[config.mk]
export PLATFORM = sky130hd
export DESIGN_NAME = ipv6_next_header_locator
export DESIGN_NICKNAME = d
export VERILOG_FILES = /design/src/rtl/ipv6nhl_pkg.sv /design/src/rtl/ipv6_next_header_locator.sv
export VERILOG_INCLUDE_DIRS = /design/src /design/src/rtl
export SDC_FILE = /design/constraint.sdc
export NUM_CORES = 1
export LEC_CHECK = 0
export ABC_AREA = 1
export BUFFER_PORTS_ARGS = -buffer_cell sky130_fd_sc_hd__buf_2
export CAP_MARGIN = 20
export CORE_ASPECT_RATIO = 1.1
export CORE_MARGIN = 2
export CORE_UTILIZATION = 55
export DETAILED_ROUTE_END_ITERATION = 6
export GPL_TIMING_DRIVEN = 0
export PLACE_DENSITY = 0.88
export SLEW_MARGIN = 25
export SYNTH_ARGS = -nofsm -noshare
export SYNTH_HDL_FRONTEND = slang
export SYNTH_SLANG_ARGS = --single-unit
export TNS_END_PERCENT = 20
[constraint.sdc]
create_clock -name clk -period 3.2 [get_ports clk]
set_input_delay 0.32 -clock clk [delete_from_list [all_inputs] [get_ports clk]]
set_output_delay 0.32 -clock clk [all_outputs]
set_load 0.01 [all_outputs]
[src/rtl/ipv6_next_header_locator_defines.svh]
// Assertion macros shared by the next-header locator RTL.
`ifndef IPV6_NEXT_HEADER_LOCATOR_DEFINES_SVH
`define IPV6_NEXT_HEADER_LOCATOR_DEFINES_SVH

// Same-cycle implication, checked on clk, off while rst_n is low.
`define NHL_ASSERT_NOW(label, ante, cons, msg) \
  label: assert property (@(posedge clk) disable iff (!rst_n) (ante) |-> (cons)) \
    else $error(msg);

// Next-cycle implication, checked on clk, off while rst_n is low.
`define NHL_ASSERT_NEXT(label, ante, cons, msg) \
  label: assert property (@(posedge clk) disable iff (!rst_n) (ante) |=> (cons)) \
    else $error(msg);

`endif

[src/rtl/ipv6nhl_pkg.sv]
// Package: constants, types and helpers of the IPv6 next-header locator.
package ipv6nhl_pkg;

  localparam int OFFSET_BITS_DEF = 16;

  localparam int BASE_END    = 40;  // first byte after the base header
  localparam int BASE_NH_POS = 6;   // next-header byte of the base header

  localparam logic [7:0] NH_HOP  = 8'd0;
  localparam logic [7:0] NH_ROUT = 8'd43;
  localparam logic [7:0] NH_FRAG = 8'd44;
  localparam logic [7:0] NH_AUTH = 8'd51;
  localparam logic [7:0] NH_DEST = 8'd60;

  localparam logic [11:0] FRAG_LEN = 12'd8;

  // mode_flags bit positions
  localparam int MF_SET_PROTO = 0;
  localparam int MF_STOP_FRAG = 1;
  localparam int MF_STOP_AUTH = 2;

  localparam int MODE_BITS = 3;
  localparam int CFG_DATA_BITS = 8;

  typedef enum logic {
    REG_MODE_FLAGS   = 1'b0,
    REG_NEW_PROTOCOL = 1'b1
  } cfg_reg_t;

  typedef enum logic [2:0] {
    PH_BASE,
    PH_NEXT,
    PH_LEN,
    PH_FOFS_HI,
    PH_FOFS_LO,
    PH_DONE,
    PH_OVER
  } walk_phase_t;

  function automatic logic is_ext(input logic [7:0] v);
    return (v == NH_HOP) || (v == NH_ROUT) || (v == NH_FRAG) ||
           (v == NH_AUTH) || (v == NH_DEST);
  endfunction

  // (len + 1) * 8
  function automatic logic [11:0] ext_len(input logic [7:0] len);
    logic [8:0] units;
    units = {1'b0, len} + 9'd1;
    return {units, 3'b000};
  endfunction

  // (len + 2) * 4
  function automatic logic [11:0] auth_len(input logic [7:0] len);
    logic [8:0] units;
    units = {1'b0, len} + 9'd2;
    return {1'b0, units, 2'b00};
  endfunction

endpackage

[src/rtl/ipv6_next_header_locator.sv]
// Top level: IPv6 extension header chain walker giving one verdict per packet.
// Usage:
//   Input stream: one packet byte per transaction on in_tdata[7:0], in_tlast
//   high on the final byte. Bytes are tracked by a running offset from the
//   first byte; the walk starts at the base header's next-header byte (offset 6)
//   and hops across hop-by-hop, routing, fragment, auth and destination headers.
//   Output stream: one transaction per packet, issued after the last byte;
//   it carries drop (truncated / offset overflow), rewrite_valid and the
//   offset of the next-header byte a downstream editor should overwrite.
//   Config: cfg_wr_en writes mode_flags (index 0) or new_protocol (index 1);
//   write only between packets. The protocol byte itself is applied by the
//   downstream editor, so only mode_flags is kept here.
// Timing:
//   One byte per cycle, back to back, while in_tready is high. Each byte costs
//   one compare against the current header offset plus one length add.
//   Verdict is registered: out_tvalid rises the cycle after the last byte.
// Reset / stall:
//   Synchronous reset clears the walk state and out_tvalid, not the verdict payload.
//   While a verdict waits for out_tready, in_tready stays high only if the
//   verdict is taken in the same cycle; otherwise input is held off.
module ipv6_next_header_locator
  import ipv6nhl_pkg::*;
#(
  parameter int OFFSET_BITS = OFFSET_BITS_DEF
) (
  input  logic                     clk,
  input  logic                     rst_n,
  // input stream
  input  logic                     in_tvalid,
  output logic                     in_tready,
  input  logic [7:0]               in_tdata,   // [7:0] pkt_byte
  input  logic                     in_tlast,   // last_byte
  // verdict stream
  output logic                     out_tvalid,
  input  logic                     out_tready,
  output logic [23:0]              out_tdata,  // [0] verdict_drop, [1] rewrite_valid,
                                               // [17:2] rewrite_offset, [23:18] zero
  // config write port
  input  logic                     cfg_wr_en,
  input  logic                     cfg_index,
  input  logic [CFG_DATA_BITS-1:0] cfg_wdata
);

  localparam int W  = OFFSET_BITS;
  localparam int NW = ((W > 12) ? W : 12) + 1;  // header_start + length, with carry
  localparam logic [W-1:0] OFS_MASK = {W{1'b1}};

  // walk state
  logic [W-1:0]           byte_count_r,   byte_count_nxt;
  logic                   count_full_r,   count_full_nxt;
  logic [W-1:0]           header_start_r, header_start_nxt;
  logic [7:0]             followed_r,     followed_nxt;
  logic [W-1:0]           target_r,       target_nxt;
  logic [7:0]             frag_nv_r,      frag_nv_nxt;
  logic [7:0]             fofs_hi_r,      fofs_hi_nxt;
  walk_phase_t            phase_r,        phase_nxt;
  logic                   skip_r,         skip_nxt;
  logic [MODE_BITS-1:0]   mode_r,         mode_nxt;

  // verdict register
  logic                   out_valid_r,    out_valid_nxt;
  logic                   drop_r,         drop_nxt;
  logic                   rv_r,           rv_nxt;
  logic [15:0]            ofs_r,          ofs_nxt;

  logic                   in_acc;
  logic [7:0]             b;
  logic                   at0, at1, at2, at3;
  logic                   adv_en;
  logic [11:0]            adv_len;
  logic [NW-1:0]          adv_sum;

  assign in_tready  = !out_valid_r || out_tready;
  assign in_acc     = in_tvalid && in_tready;
  assign b          = in_tdata;
  assign out_tvalid = out_valid_r;
  assign out_tdata  = {6'd0, ofs_r, rv_r, drop_r};

  // position compares, one bit wider so a sum past the top never aliases
  assign at0 = (byte_count_r == header_start_r);
  assign at1 = ({1'b0, byte_count_r} == ({1'b0, header_start_r} + (W+1)'(1)));
  assign at2 = ({1'b0, byte_count_r} == ({1'b0, header_start_r} + (W+1)'(2)));
  assign at3 = ({1'b0, byte_count_r} == ({1'b0, header_start_r} + (W+1)'(3)));

  assign adv_sum = NW'(header_start_r) + NW'(adv_len);

  // config
  always_comb begin
    mode_nxt = mode_r;
    if (cfg_wr_en) begin
      case (cfg_reg_t'(cfg_index))
        REG_MODE_FLAGS:   mode_nxt = cfg_wdata[MODE_BITS-1:0];
        REG_NEW_PROTOCOL: mode_nxt = mode_r;  // held by the downstream editor
        default:          mode_nxt = mode_r;
      endcase
    end
  end

  // walk and verdict
  always_comb begin
    byte_count_nxt   = byte_count_r;
    count_full_nxt   = count_full_r;
    header_start_nxt = header_start_r;
    followed_nxt     = followed_r;
    target_nxt       = target_r;
    frag_nv_nxt      = frag_nv_r;
    fofs_hi_nxt      = fofs_hi_r;
    phase_nxt        = phase_r;
    skip_nxt         = skip_r;
    out_valid_nxt    = out_valid_r && !out_tready;
    drop_nxt         = drop_r;
    rv_nxt           = rv_r;
    ofs_nxt          = ofs_r;
    adv_en           = 1'b0;
    adv_len          = '0;

    if (in_acc) begin
      if (count_full_r) begin
        if (phase_r != PH_DONE) phase_nxt = PH_OVER;
      end else begin
        case (phase_r)
          PH_BASE: begin
            if (byte_count_r == W'(BASE_NH_POS)) begin
              followed_nxt = b;
              phase_nxt    = is_ext(b) ? PH_NEXT : PH_DONE;
            end
          end
          PH_NEXT: begin
            if (at0) begin
              frag_nv_nxt = b;
              phase_nxt   = PH_LEN;
            end
          end
          PH_LEN: begin
            if (at1) begin
              if (followed_r == NH_FRAG) begin
                phase_nxt = mode_r[MF_STOP_FRAG] ? PH_DONE : PH_FOFS_HI;
              end else if (followed_r == NH_AUTH) begin
                if (mode_r[MF_STOP_AUTH]) begin
                  phase_nxt = PH_DONE;
                end else begin
                  adv_en  = 1'b1;
                  adv_len = auth_len(b);
                end
              end else begin
                adv_en  = 1'b1;
                adv_len = ext_len(b);
              end
            end
          end
          PH_FOFS_HI: begin
            if (at2) begin
              fofs_hi_nxt = b;
              phase_nxt   = PH_FOFS_LO;
            end
          end
          PH_FOFS_LO: begin
            if (at3) begin
              if ({fofs_hi_r, b[7:3]} != 13'd0) begin
                // non-first fragment: rewrite here only if the chain ends here
                if (!is_ext(frag_nv_r) || (mode_r[MF_STOP_AUTH] && frag_nv_r == NH_AUTH))
                  target_nxt = header_start_r;
                else
                  skip_nxt = 1'b1;
                phase_nxt = PH_DONE;
              end else begin
                adv_en  = 1'b1;
                adv_len = FRAG_LEN;
              end
            end
          end
          default: ;
        endcase

        if (byte_count_r == OFS_MASK) count_full_nxt = 1'b1;
        else                          byte_count_nxt = byte_count_r + 1'b1;
      end

      // step past the current header
      if (adv_en) begin
        target_nxt   = header_start_r;
        followed_nxt = frag_nv_r;
        if (!is_ext(frag_nv_r)) begin
          phase_nxt = PH_DONE;
        end else if (adv_sum[NW-1:W] != '0) begin
          phase_nxt = PH_OVER;
        end else begin
          header_start_nxt = adv_sum[W-1:0];
          phase_nxt        = PH_NEXT;
        end
      end

      if (in_tlast) begin
        out_valid_nxt = 1'b1;
        drop_nxt      = (phase_nxt != PH_DONE);
        rv_nxt        = (phase_nxt == PH_DONE) && mode_r[MF_SET_PROTO] && !skip_nxt;
        ofs_nxt       = rv_nxt ? 16'(target_nxt) : 16'd0;
        // back to the start of a packet
        byte_count_nxt   = '0;
        count_full_nxt   = 1'b0;
        header_start_nxt = W'(BASE_END);
        followed_nxt     = '0;
        target_nxt       = W'(BASE_NH_POS);
        frag_nv_nxt      = '0;
        fofs_hi_nxt      = '0;
        phase_nxt        = PH_BASE;
        skip_nxt         = 1'b0;
      end
    end
  end

  always_ff @(posedge clk) begin
    if (!rst_n) begin
      byte_count_r   <= '0;
      count_full_r   <= 1'b0;
      header_start_r <= W'(BASE_END);
      followed_r     <= '0;
      target_r       <= W'(BASE_NH_POS);
      frag_nv_r      <= '0;
      fofs_hi_r      <= '0;
      phase_r        <= PH_BASE;
      skip_r         <= 1'b0;
      mode_r         <= MODE_BITS'(1);
      out_valid_r    <= 1'b0;
    end else begin
      byte_count_r   <= byte_count_nxt;
      count_full_r   <= count_full_nxt;
      header_start_r <= header_start_nxt;
      followed_r     <= followed_nxt;
      target_r       <= target_nxt;
      frag_nv_r      <= frag_nv_nxt;
      fofs_hi_r      <= fofs_hi_nxt;
      phase_r        <= phase_nxt;
      skip_r         <= skip_nxt;
      mode_r         <= mode_nxt;
      out_valid_r    <= out_valid_nxt;
    end
  end

  // verdict payload, no reset needed
  always_ff @(posedge clk) begin
    drop_r <= drop_nxt;
    rv_r   <= rv_nxt;
    ofs_r  <= ofs_nxt;
  end

  `include "ipv6_next_header_locator_defines.svh"

  `NHL_ASSERT_NOW(a_drop_no_rewrite, out_valid_r, !(drop_r && rv_r), "drop with rewrite")
  `NHL_ASSERT_NOW(a_ofs_zero, out_valid_r && !rv_r, ofs_r == 16'd0, "offset set without rewrite")
  `NHL_ASSERT_NEXT(a_pkt_restart, in_acc && in_tlast,
                   byte_count_r == '0 && phase_r == PH_BASE, "walk not reset after last byte")
  `NHL_ASSERT_NOW(a_count_sat, count_full_r, byte_count_r == OFS_MASK, "count_full off the top")
  `NHL_ASSERT_NOW(a_next_ahead, phase_r == PH_NEXT, byte_count_r <= header_start_r,
                  "next header start already passed")

endmodule

==> flow_summary.toml, run 1 <==
[sta]
report.final.hold_viol_count = 0
max-slew-margin-rel = 0.517
max_slew.worst_pin.slew_ps = 724
setup_viol = 31
final_critical_path_setup_slack_ps = -322
rsz_0062_raised_after_global_routing = "yes"
fmax_ghz = 0.284
slew_violations = 0
post-route-min-period_ps = 3520
clock_skew_ps = 8.98
fin_crit_sh = 1.10
fin_hold_ws_ps = 175

[grt]
grt-ovfl-total = 0
grt_antenna_before_repair = 0
grt_max_degree = 23
grt.total_usage = 0.308
grt_pass1_vias = 6743
grt_first_pass_wirelength_um = 31000

[place]
gpl.final_weighted_congestion = 0.982
dpl-instance-area_um2 = 6840
place_inst = 1192
port_buffers = 35
dp_hpwl_um = 13400

[worst_setup_path]
crit_family = "simple AND/OR/NAND/NOR gates"
critical_path_arrival_ps = 3650
crit_type = "flop to flop"
crit_top_cell = "sky130_fd_sc_hd__nand2_1"
end_kind = "flop"
critPathBufInv = 6
critPathSlowestCell = "sky130_fd_sc_hd__ha_2"
regToRegStartpoint = "byte_count_r[12]$_SDFFE_PN0P_"
critical_path_peak_fanout = 5
critical_path_cell_list = "inv_2 -> nand2_2 -> nand2_1 -> nor2_1 -> nand2_1 -> nor2_4 -> buf_6 -> buf_6 -> nand4_4 -> nor3_4 -> ha_2 -> nand2_1 -> inv_1 -> a21oi_4 -> o21ai_4 -> nor2_1 -> nand3_1 -> nand2_2 -> nor2_4 -> nand3_4 -> buf_12 -> buf_16 -> nor2_2"
setup.worst_path.start = "byte_count_r[12]$_SDFFE_PN0P_"
timing.critical_path.from_type = "flop"
critical_path_required_ps = 3330
cp_slowest_stage_delay_ps = 380

[drt]
pre_repair_dr_iteration_count = 7
route.detailed.vias_per_inst = 5.91
drc_errors = 2
dr_total_vias = 7491
post_drt_wl_per_cell_um = 16.5
violation_count_after_the_first_detailed_routing_iteration = 859
route.antenna.remaining_nets = 0
route.final.wire_length_um = 21000

[pwr]
peakVddDrop_mv = 0.298
power-per-cell-area_nw_per_um2 = 330
power.leakage_nw = 3.44
report.power.total_mw = 2.68

[finish]
drive_gt1_frac = 0.245
antenna-diode-count = 0
synthToLayoutAreaGrowth_pct = 26.0
postLayoutCellArea_um2 = 8110
final_nets = 1155
num-fill-cells = 871
count_of_non_filler_cells_in_the_finished_layout = 1267

[cts]
cts_made_buffers = 9
worst_setup_hold_path_clk_slew_ps = 70
tritoncts_clock_tree = "built"
clock_path_buffers = 2
clockRootBuffer = "sky130_fd_sc_hd__clkbuf_16"
worstSkewPairLatency_ps = 370
clock_sinks = 97
cts_hold_buffers = 0
h-tree-depth = 3

[floorplanning]
die_width_um = 107
top_ports = 49
initial_utilization = 0.563
floorplan.die_area_um2 = 12600
rows = 41
core_ar_um2 = 11400
fp.dieH_um = 117

[yosys]
synthesis.instances = 1002
register_bit_total_from_synthesis = 97
synth-async-reset-ratio = 0
synth_cell_types = 47
synth-edff-count = 18
synth_seq_area_share = 0.330
synth_flop_cell = "sky130_fd_sc_hd__dfxtp_1"
syn-mean-instance-area_um2 = 6.42
netlist_area_um2 = 6440
ys_warn_count = 0

[worst_hold_path]
hold_path.startpoint = "cfg_wdata[0]"
min_path_type = "input pin to flop"

[status]
violations_in_the_final_reports = "DRC, setup timing"
run_status = "finished with violations"

[job]
max_cap_viol_count = 0
-- cells in the mapped netlist, types with 2 or more instances --
library cell               instances  share of area
sky130_fd_sc_hd__nand2_1         282           0.16
sky130_fd_sc_hd__nor2_1          134          0.078
sky130_fd_sc_hd__a21oi_1          99          0.077
sky130_fd_sc_hd__inv_1            92          0.054
sky130_fd_sc_hd__dfxtp_1          79           0.25
sky130_fd_sc_hd__nand3_1          73          0.057
sky130_fd_sc_hd__o21ai_0          42          0.033
sky130_fd_sc_hd__ha_1             19          0.037
sky130_fd_sc_hd__nor3_1           19          0.015
sky130_fd_sc_hd__edfxtp_1         18          0.084
sky130_fd_sc_hd__nand3b_1         17          0.020
sky130_fd_sc_hd__clkbuf_1         16         0.0093
sky130_fd_sc_hd__nand4_1          16          0.016
sky130_fd_sc_hd__nor2_2           13          0.013
sky130_fd_sc_hd__inv_2            12         0.0070
sky130_fd_sc_hd__xor2_1           10          0.014
sky130_fd_sc_hd__buf_4             9          0.010
sky130_fd_sc_hd__nand2_2           8         0.0078
sky130_fd_sc_hd__buf_2             4         0.0031
sky130_fd_sc_hd__nor4_1            4         0.0039
sky130_fd_sc_hd__a211oi_1          3         0.0035
sky130_fd_sc_hd__buf_6             3         0.0052
sky130_fd_sc_hd__a31oi_1           2         0.0019
sky130_fd_sc_hd__buf_1             2         0.0012
sky130_fd_sc_hd__clkinv_1          2         0.0012
sky130_fd_sc_hd__o211a_1           2         0.0031
sky130_fd_sc_hd__xnor2_1           2         0.0027
-- flip-flops by register name (all words and copies together) (netlist names) --
signal,flops
phase_r,3
frag_nv_r,8
byte_count_r,16
ofs_r,16
skip_r,1
mode_r,3
header_start_r,14
fofs_hi_r,8
count_full_r,1
followed_r,8
target_r,16
out_tvalid,1
drop_r,1
rv_r,1
-- stage by stage --
step	setup WS (ps)	util	setup TNS, ps
final	-322	0.709	-5990
after global routing	-486	0.709	-11190
after CTS	-90.3	0.670	-1170
after detailed placement	-781	0.598	-22010
after global placement	-711	0.597	-26920
after floorplan	34.8	-	0
-- per-layer routing --
| metal | share of wire | track usage | wire, µm | vias to the layer above |
|---|---|---|---|---|
| met5 | 0 | 0 | 0 | - |
| met4 | 0.062 | 0.189 | 1300 | 0 |
| met3 | 0.098 | 0.0592 | 2060 | 127 |
| met2 | 0.47 | 0.507 | 9810 | 544 |
| met1 | 0.37 | 0.366 | 7790 | 3344 |
| li1 | - | - | - | 3476 |
-- worst paths after layout --
check,endpoint,slack [ps],cells after the start
worst min-delay path,mode_r[0]$_SDFFE_PN1P_,170,3
worst max register to register,ofs_r[12]$_SDFFCE_PN0P_,-320,23
worst max-delay path,ofs_r[12]$_SDFFCE_PN0P_,-320,23
worst min register to register,fofs_hi_r[6]$_SDFFE_PN0P_,460,2
-- power breakdown --
group / internal [mW] / switching (mW) / leakage (nW)
clock network: 0.570 / 0.490 / 0.135
logic: 0.108 / 0.236 / 2.47
registers: 1.25 / 0.0224 / 0.832
-- area by class of cell --
| type | instances | area [µm²] | share of cell area |
|---|---|---|---|
| Buffer | 33 | 181 | 0.0224 |
| Clock buffer | 12 | 256 | 0.0316 |
| Clock inverter | 4 | 28.8 | 0.00355 |
| Inverter | 106 | 415 | 0.0512 |
| Multi-Input combinational cell | 770 | 4160 | 0.512 |
| Sequential cell | 97 | 2210 | 0.272 |
| Tap cell | 150 | 188 | 0.0231 |
| Timing Repair Buffer | 95 | 677 | 0.0834 |
-- cell usage in the layout, fill, tap and decap left out, types with 11 or more instances in the layout --
cell type                  instances
sky130_fd_sc_hd__nand3_1          68
sky130_fd_sc_hd__inv_2            21
sky130_fd_sc_hd__nor2_1          121
sky130_fd_sc_hd__nor3_1           13
sky130_fd_sc_hd__edfxtp_1         18
sky130_fd_sc_hd__inv_1            76
sky130_fd_sc_hd__nand2_2          16
sky130_fd_sc_hd__a21oi_1          91
sky130_fd_sc_hd__buf_4            63
sky130_fd_sc_hd__o21ai_0          38
sky130_fd_sc_hd__buf_2            38
sky130_fd_sc_hd__nand4_1          16
sky130_fd_sc_hd__nor2_2           18
sky130_fd_sc_hd__ha_1             11
sky130_fd_sc_hd__nand2_1         268
sky130_fd_sc_hd__clkbuf_1         16
sky130_fd_sc_hd__dfxtp_4          20
sky130_fd_sc_hd__dfxtp_1          49
sky130_fd_sc_hd__nand3b_1         17
-- worst reg2reg max path: cells and delay by family (launching register included) --
| family | cells | cell delay, ps |
|---|---|---|
| and+or+nand+nor | 14 | 1640 |
| buffers and inverters | 6 | 630 |
| adders and majority gates | 1 | 380 |
| DFF | 1 | 350 |
| AOI/OAI and AO/OA | 2 | 320 |
-- cell families after synthesis --
logic type,synth area share
XOR/XNOR,0.0189
other,0.000583
adder cells (fa/ha/maj),0.0400
flip-flops,0.330
AO/OA/AOI/OAI,0.130
AND/OR/NAND/NOR,0.390
buffers and inverters,0.0912
-- what timing repair did --
| action | CTS | global route |
|---|---|---|
| cloned | 1 | 0 |
| pin swaps | 20 | 33 |
| gates resized for setup | 92 | 76 |
| endpoints found under the setup margin | 35 | 34 |
| buffers inserted | 37 | 22 |
No activity file was read; power rests on OpenSTA's default activity.
==> run 2: changes to the inputs <==
--- a/config.mk
+++ b/config.mk
@@ -11,10 +11,10 @@
 export CAP_MARGIN = 20
 export CORE_ASPECT_RATIO = 1.1
 export CORE_MARGIN = 2
-export CORE_UTILIZATION = 55
+export CORE_UTILIZATION = 60
 export DETAILED_ROUTE_END_ITERATION = 6
 export GPL_TIMING_DRIVEN = 0
-export PLACE_DENSITY = 0.88
+export PLACE_DENSITY = 0.91
 export SLEW_MARGIN = 25
 export SYNTH_ARGS = -nofsm -noshare
 export SYNTH_HDL_FRONTEND = slang
==> constraint.sdc (replaced) <==
create_clock -name clk -period 3.25 [get_ports clk]
set_input_delay 0.325 -clock clk [delete_from_list [all_inputs] [get_ports clk]]
set_output_delay 0.325 -clock clk [all_outputs]
set_load 0.01 [all_outputs]
==> run 2 against run 1 <==
  * The flow finishes with violations (setup timing)
  * Sequential cell count unchanged
  * Routed wire length decreased by 3.0%
  * First-iteration DRC count decreased by 13%
  * Global-route usage increased by 3.9 points
  * Sequential share of layout area increased by 0.68 points
  * Hold slack improved by 19 ps
  * Count of clock-buffer cells in the layout decreased by 3
  * Largest power group unchanged
  * Maximum frequency increased by 2.6%
  * Register-to-register slack improved by 140 ps
  * Utilization increased by 4.4 points
==> flow_summary.toml, run 2 (synthesis results as in run 1) <==
[status]
run_status = "finished with violations"
violations_in_the_final_reports = "setup timing"

[cts]
clock_sinks = 97
cts_made_buffers = 9
cts_hold_buffers = 0
clockRootBuffer = "sky130_fd_sc_hd__clkbuf_16"
clock_path_buffers = 2
h-tree-depth = 3
tritoncts_clock_tree = "built"
worstSkewPairLatency_ps = 350
worst_setup_hold_path_clk_slew_ps = 70

[worst_setup_path]
rrSetupSlack_ps = -180
regToRegStartpoint = "header_start_r[13]$_SDFFE_PN0P_"
r2r_end = "header_start_r[9]$_SDFFE_PN0P_"
cp_slowest_stage_delay_ps = 380
crit_type = "flop to flop"
critPathSlowestCell = "sky130_fd_sc_hd__dfxtp_4"
critical_path_arrival_ps = 3710
r2r.worst_path.cells = 23
critical_path_required_ps = 3520
critical_path_peak_fanout = 6
end_kind = "flop"
crit_top_cell = "sky130_fd_sc_hd__nor2_1"
timing.critical_path.from_type = "flop"
critical_path_cell_list = "inv_2 -> nand2_1 -> nand2_1 -> nor2_1 -> nand2_1 -> nor2_4 -> buf_6 -> nand2_4 -> inv_4 -> nand2_4 -> inv_4 -> nand3_4 -> nor2_1 -> ha_1 -> a21oi_2 -> o21ai_0 -> a21oi_1 -> nor2_1 -> nor2_1 -> o21ai_0 -> a21oi_1 -> nor2_1 -> nor2_1"

[sta]
rsz_0062_raised_after_global_routing = "yes"
max-slew-margin-rel = 0.501
fin_hold_ws_ps = 193
fmax_ghz = 0.291
fin_crit_sh = 1.06
final_critical_path_setup_slack_ps = -182
slew_violations = 0
clock_skew_ps = 7.41
final.setup.tns_ps = -2630
post-route-min-period_ps = 3430
max_slew.worst_pin.slew_ps = 748
setup_viol = 20
report.final.hold_viol_count = 0

[finish]
final_nets = 1132
drive_gt1_frac = 0.222
postLayoutCellArea_um2 = 7870
mostFrequentLayoutCell = "sky130_fd_sc_hd__nand2_1"
most-common-layout-cells = "sky130_fd_sc_hd__nand2_1 (272), sky130_fd_sc_hd__nor2_1 (121), sky130_fd_sc_hd__a21oi_1 (92)"
reg_top3 = "byte_count_r (16), ofs_r (16), target_r (16)"
synthToLayoutAreaGrowth_pct = 22.2
count_of_non_filler_cells_in_the_finished_layout = 1237
num-fill-cells = 807
antenna-diode-count = 0

[pwr]
power-per-cell-area_nw_per_um2 = 348
power.clock.fraction = 0.426
netSwitchingPower_mw = 0.734
share_seq_of_total_power = 0.460
power.leakage_nw = 3.32
peakVddDrop_mv = 0.258
logic_gate_share_of_total_power = 0.115
switching_share = 0.268
report.power.total_mw = 2.74
intPower_mw = 2.01

[floorplanning]
rows = 39
top_ports = 49
initial_utilization = 0.616
floorplan.die_area_um2 = 11600
fp.dieH_um = 113
core_ar_um2 = 10400
die_width_um = 103

[worst_hold_path]
hold_path_end = "mode_r[1]$_SDFFE_PN0P_"
hold_path.startpoint = "cfg_wdata[1]"
timing.hold.worst_path_depth = 3
min_path_type = "input pin to flop"

[place]
gpl.final_weighted_congestion = 1.00
port_buffers = 35
place_inst = 1186
dp_hpwl_um = 13700
dpl-instance-area_um2 = 6830

[drt]
dr_total_vias = 7254
route.detailed.vias_per_inst = 5.86
pre_repair_dr_iteration_count = 7
drc_errors = 0
violation_count_after_the_first_detailed_routing_iteration = 747
post_drt_wl_per_cell_um = 16.4
route.antenna.remaining_nets = 0
route.final.wire_length_um = 20300

[grt]
grt_first_pass_wirelength_um = 31700
grt_max_degree = 17
grt-ovfl-total = 0
grt_pass1_vias = 6748
grt_antenna_before_repair = 0
grt.total_usage = 0.347

[job]
max_cap_viol_count = 0
-- run 2: changes by cell type in the layout (fill, tap and decap cells not counted), moves of 4 or more --
cell and delta:
sky130_fd_sc_hd__nand2_1 +4, sky130_fd_sc_hd__ha_1 +4, sky130_fd_sc_hd__dfxtp_2 +5, sky130_fd_sc_hd__dfxtp_4 -5
sky130_fd_sc_hd__buf_4 -25
-- run 2: final cells by class --
cell class                      instances  area [µm²]  share of cell area
Sequential cell                        97        2200               0.279
Inverter                              106         408              0.0518
Timing Repair Buffer                   72         492              0.0625
Buffer                                 33         185              0.0235
Multi-Input combinational cell        770        4090               0.519
Clock buffer                            9         225              0.0286
Tap cell                              143         179              0.0227
Clock inverter                          7        95.1              0.0121
-- run 2: worst max path at each step --
stage	from	to	cells past startpoint
floorplan	byte_count_r[13]$_SDFFE_PN0P_	rv_r$_DFFE_PP_	27
global placement	byte_count_r[11]$_SDFFE_PN0P_	ofs_r[14]$_SDFFCE_PN0P_	25
detailed placement	byte_count_r[11]$_SDFFE_PN0P_	ofs_r[11]$_SDFFCE_PN0P_	25
CTS	header_start_r[11]$_SDFFE_PN0P_	ofs_r[9]$_SDFFCE_PN0P_	26
global route	header_start_r[6]$_SDFFE_PN0P_	header_start_r[14]$_SDFFE_PN0P_	26
finish	header_start_r[13]$_SDFFE_PN0P_	header_start_r[9]$_SDFFE_PN0P_	23
-- run 2: worst max-delay path, delay by kind of cell, from the launching register on --
kind	cells	cell delay [ps]
AND/OR/NAND/NOR	13	1310
AO/OA/AOI/OAI	5	980
flip-flops	1	380
buffers and inverters	4	360
adder cells (fa/ha/maj)	1	330
-- run 2: stage by stage --
step / setup WS (ps) / utilization
floorplan: 19.4 / -
global placement: -1050 / 0.653
detailed placement: -1060 / 0.654
CTS: -168 / 0.731
global route: -296 / 0.754
finish: -182 / 0.754
-- run 2: power by group through the flow --
stage | Clock, mW | Combinational, mW | Sequential [mW]
2_1_floorplan | 0 | 0.188 | 1.29
4_1_cts | 1.16 | 0.297 | 1.27
6_report | 1.17 | 0.315 | 1.26
3_5_place_dp | 0 | 0.276 | 1.29
3_3_place_gp | 0 | 0.270 | 1.29
5_1_grt | 1.21 | 0.343 | 1.26
-- run 2: per-layer routing --
metal	global-route usage	vias to the layer above	wire [µm]
met5	0	-	0
met3	0.0523	95	1960
li1	-	3433	-
met4	0.196	0	1000
met2	0.557	453	9640
met1	0.440	3273	7730
-- run 2: timing repair --
item / 4_1_cts / 5_1_grt
pin swaps: 18 / 23
hold endpoints to repair: 0 / 0
cloned: 1 / 0
buffers inserted: 28 / 9
setup endpoints to repair: 35 / 33
gates resized for setup: 84 / 65
==> run 3: changes to the inputs <==
--- a/config.mk
+++ b/config.mk
@@ -15,8 +15,8 @@
 export DETAILED_ROUTE_END_ITERATION = 6
 export GPL_TIMING_DRIVEN = 0
 export PLACE_DENSITY = 0.91
+export REMOVE_ABC_BUFFERS = 1
 export SLEW_MARGIN = 25
 export SYNTH_ARGS = -nofsm -noshare
 export SYNTH_HDL_FRONTEND = slang
 export SYNTH_SLANG_ARGS = --single-unit
-export TNS_END_PERCENT = 20
==> run 3 against run 2 <==
  * The flow finishes with violations (DRC, setup timing)
  * First-iteration DRC count increased by 52%
  * Clock skew increased by 0.79 ps
  * Sequential cell count did not move
  * Die area unchanged
  * Combinational power rose by 5%
  * Clock power fell by 10%
  * Critical path depth increased by 2
  * Setup slack got worse by 190 ps
  * Sequential power about the same
  * Design area is 2.1% higher
  * Non-clock buffer count fell by 13
  * Largest cell class unchanged
  * Power is 3.9% lower
==> flow_summary.toml, run 3 (synthesis results as in run 1) <==
[pwr]
peakVddDrop_mv = 0.252
report.power.total_mw = 2.64
power-per-cell-area_nw_per_um2 = 328
power.leakage_nw = 3.35

[drt]
drc_errors = 2
pre_repair_dr_iteration_count = 7
dr_total_vias = 7719
route.final.wire_length_um = 23000
route.antenna.remaining_nets = 0
post_drt_wl_per_cell_um = 18.7
route.detailed.vias_per_inst = 6.29
violation_count_after_the_first_detailed_routing_iteration = 1135

[worst_setup_path]
crit_family = "simple AND/OR/NAND/NOR gates"
critical_path_required_ps = 3500
critical_path_arrival_ps = 3880
critPathSlowestCell = "sky130_fd_sc_hd__dfxtp_2"
critPathBufInv = 5
r2r.worst_path.cells = 25
timing.critical_path.from_type = "flop"
cp_slowest_stage_delay_ps = 370
crit_type = "flop to flop"
end_kind = "flop"
critical_path_peak_fanout = 9
critical_path_depth = 25

[sta]
report.final.hold_viol_count = 0
max_slew.worst_pin.slew_ps = 805
max-slew-margin-rel = 0.463
final.setup.tns_ps = -10320
rsz_0062_raised_after_global_routing = "yes"
final_critical_path_setup_slack_ps = -375
setup_viol = 35
post-route-min-period_ps = 3630
slew_violations = 0
fmax_ghz = 0.276
clock_skew_ps = 8.20
fin_crit_sh = 1.12

[place]
dp_hpwl_um = 12200
port_buffers = 37
gpl.final_weighted_congestion = 0.979
dp_slack_ps = -1280

[floorplanning]
die_width_um = 103
core_ar_um2 = 10400
floorplan.die_area_um2 = 11600
initial_utilization = 0.616
fp.dieH_um = 113
top_ports = 49
rows = 39

[worst_hold_path]
min_path_type = "input pin to flop"
timing.hold.worst_path_depth = 3

[finish]
multi_input_area_um2 = 4300
num-fill-cells = 684
reg_top3 = "byte_count_r (16), ofs_r (16), target_r (16)"
seq_area_um2 = 2210
most-common-layout-cells = "sky130_fd_sc_hd__nand2_1 (262), sky130_fd_sc_hd__nor2_1 (112), sky130_fd_sc_hd__a21oi_1 (88)"
drive_gt1_frac = 0.265
final_nets = 1123
antenna-diode-count = 0
synthToLayoutAreaGrowth_pct = 24.7
layout.core_utilization = 0.769
mostFrequentLayoutCell = "sky130_fd_sc_hd__nand2_1"

[cts]
tritoncts_clock_tree = "built"
clockRootBuffer = "sky130_fd_sc_hd__clkbuf_16"
cts_made_buffers = 9
clock_path_buffers = 2
worstSkewPairLatency_ps = 360
worst_setup_hold_path_clk_slew_ps = 70
h-tree-depth = 3
clock_sinks = 97
cts_hold_buffers = 0

[grt]
grt-ovfl-total = 0
grt_first_pass_wirelength_um = 31100
grt_max_degree = 52
grt_antenna_before_repair = 0
grt_pass1_vias = 6555
grt.total_usage = 0.337

[status]
run_status = "finished with violations"
violations_in_the_final_reports = "DRC, setup timing"

[job]
max_cap_viol_count = 0
-- run 3: path summary, 6_finish.rpt --
path                                  startpoint                             end  slack (ps)
setup / recovery  header_start_r[9]$_SDFFE_PN0P_  header_start_r[9]$_SDFFE_PN0P_        -380
hold / removal                      cfg_wdata[0]          mode_r[0]$_SDFFE_PN1P_         190
setup reg to reg  header_start_r[9]$_SDFFE_PN0P_  header_start_r[9]$_SDFFE_PN0P_        -380
hold reg to reg        fofs_hi_r[7]$_SDFFE_PN0P_       fofs_hi_r[7]$_SDFFE_PN0P_         460
-- run 3: worst reg2reg max path: stages (launching register included) --
cell	delay, ps
sky130_fd_sc_hd__dfxtp_2	370
sky130_fd_sc_hd__inv_1	120
sky130_fd_sc_hd__nand2_1	100
sky130_fd_sc_hd__nand2_1	70
sky130_fd_sc_hd__nor2_1	140
sky130_fd_sc_hd__nand2_1	120
sky130_fd_sc_hd__nor2_4	180
sky130_fd_sc_hd__nand2_2	100
sky130_fd_sc_hd__inv_2	90
sky130_fd_sc_hd__nand2_4	70
sky130_fd_sc_hd__inv_4	90
sky130_fd_sc_hd__nand2_4	60
sky130_fd_sc_hd__nor3_4	270
sky130_fd_sc_hd__ha_4	280
sky130_fd_sc_hd__a21oi_4	160
sky130_fd_sc_hd__nand2_2	100
sky130_fd_sc_hd__nand3_2	90
sky130_fd_sc_hd__nand3_2	90
sky130_fd_sc_hd__nand2_2	90
sky130_fd_sc_hd__o21ai_4	100
sky130_fd_sc_hd__buf_6	140
sky130_fd_sc_hd__nand3b_4	240
sky130_fd_sc_hd__nand2_4	180
sky130_fd_sc_hd__inv_1	90
sky130_fd_sc_hd__nor2_1	130
sky130_fd_sc_hd__nor2_1	50
-- run 3: repair_timing --
item,in CTS,in global routing
gates resized for setup,101,94
buffers inserted,39,20
pin swaps,30,49
endpoints found under the setup margin,38,36
gates cloned,2,2
-- run 3: final cells by class --
type | count | area share
clock buffers | 9 | 0.0280
multi-input cells | 774 | 0.536
inverters | 106 | 0.0513
clock inverters | 7 | 0.00748
repair buffers | 92 | 0.0802
well taps | 143 | 0.0223
flip-flops and latches | 97 | 0.275
-- run 3: routing by layer --
metal,part of all wire,track usage,wire [µm],up-vias
met5,0,0,0,-
met4,0.069,0.144,1590,0
met3,0.11,0.0623,2580,184
met2,0.47,0.566,10800,673
met1,0.35,0.419,7970,3451
li1,-,-,-,3411
-- run 3: power by group --
| group | switching, mW | leakage, nW | internal [mW] | total [mW] |
|---|---|---|---|---|
| combinational | 0.235 | 2.38 | 0.0944 | 0.330 |
| clock | 0.514 | 0.143 | 0.535 | 1.05 |
| sequential | 0.0231 | 0.832 | 1.23 | 1.26 |
-- run 3: metrics by stage --
stage          hold WS [ps]  instances  cell area (µm²)
2_1_floorplan           409        973             6270
3_3_place_gp            446       1153             6630
3_5_place_dp            451       1153             6640
4_1_cts                 197       1210             7540
5_1_grt                 228       1228             8030
6_report                190       1228             8030
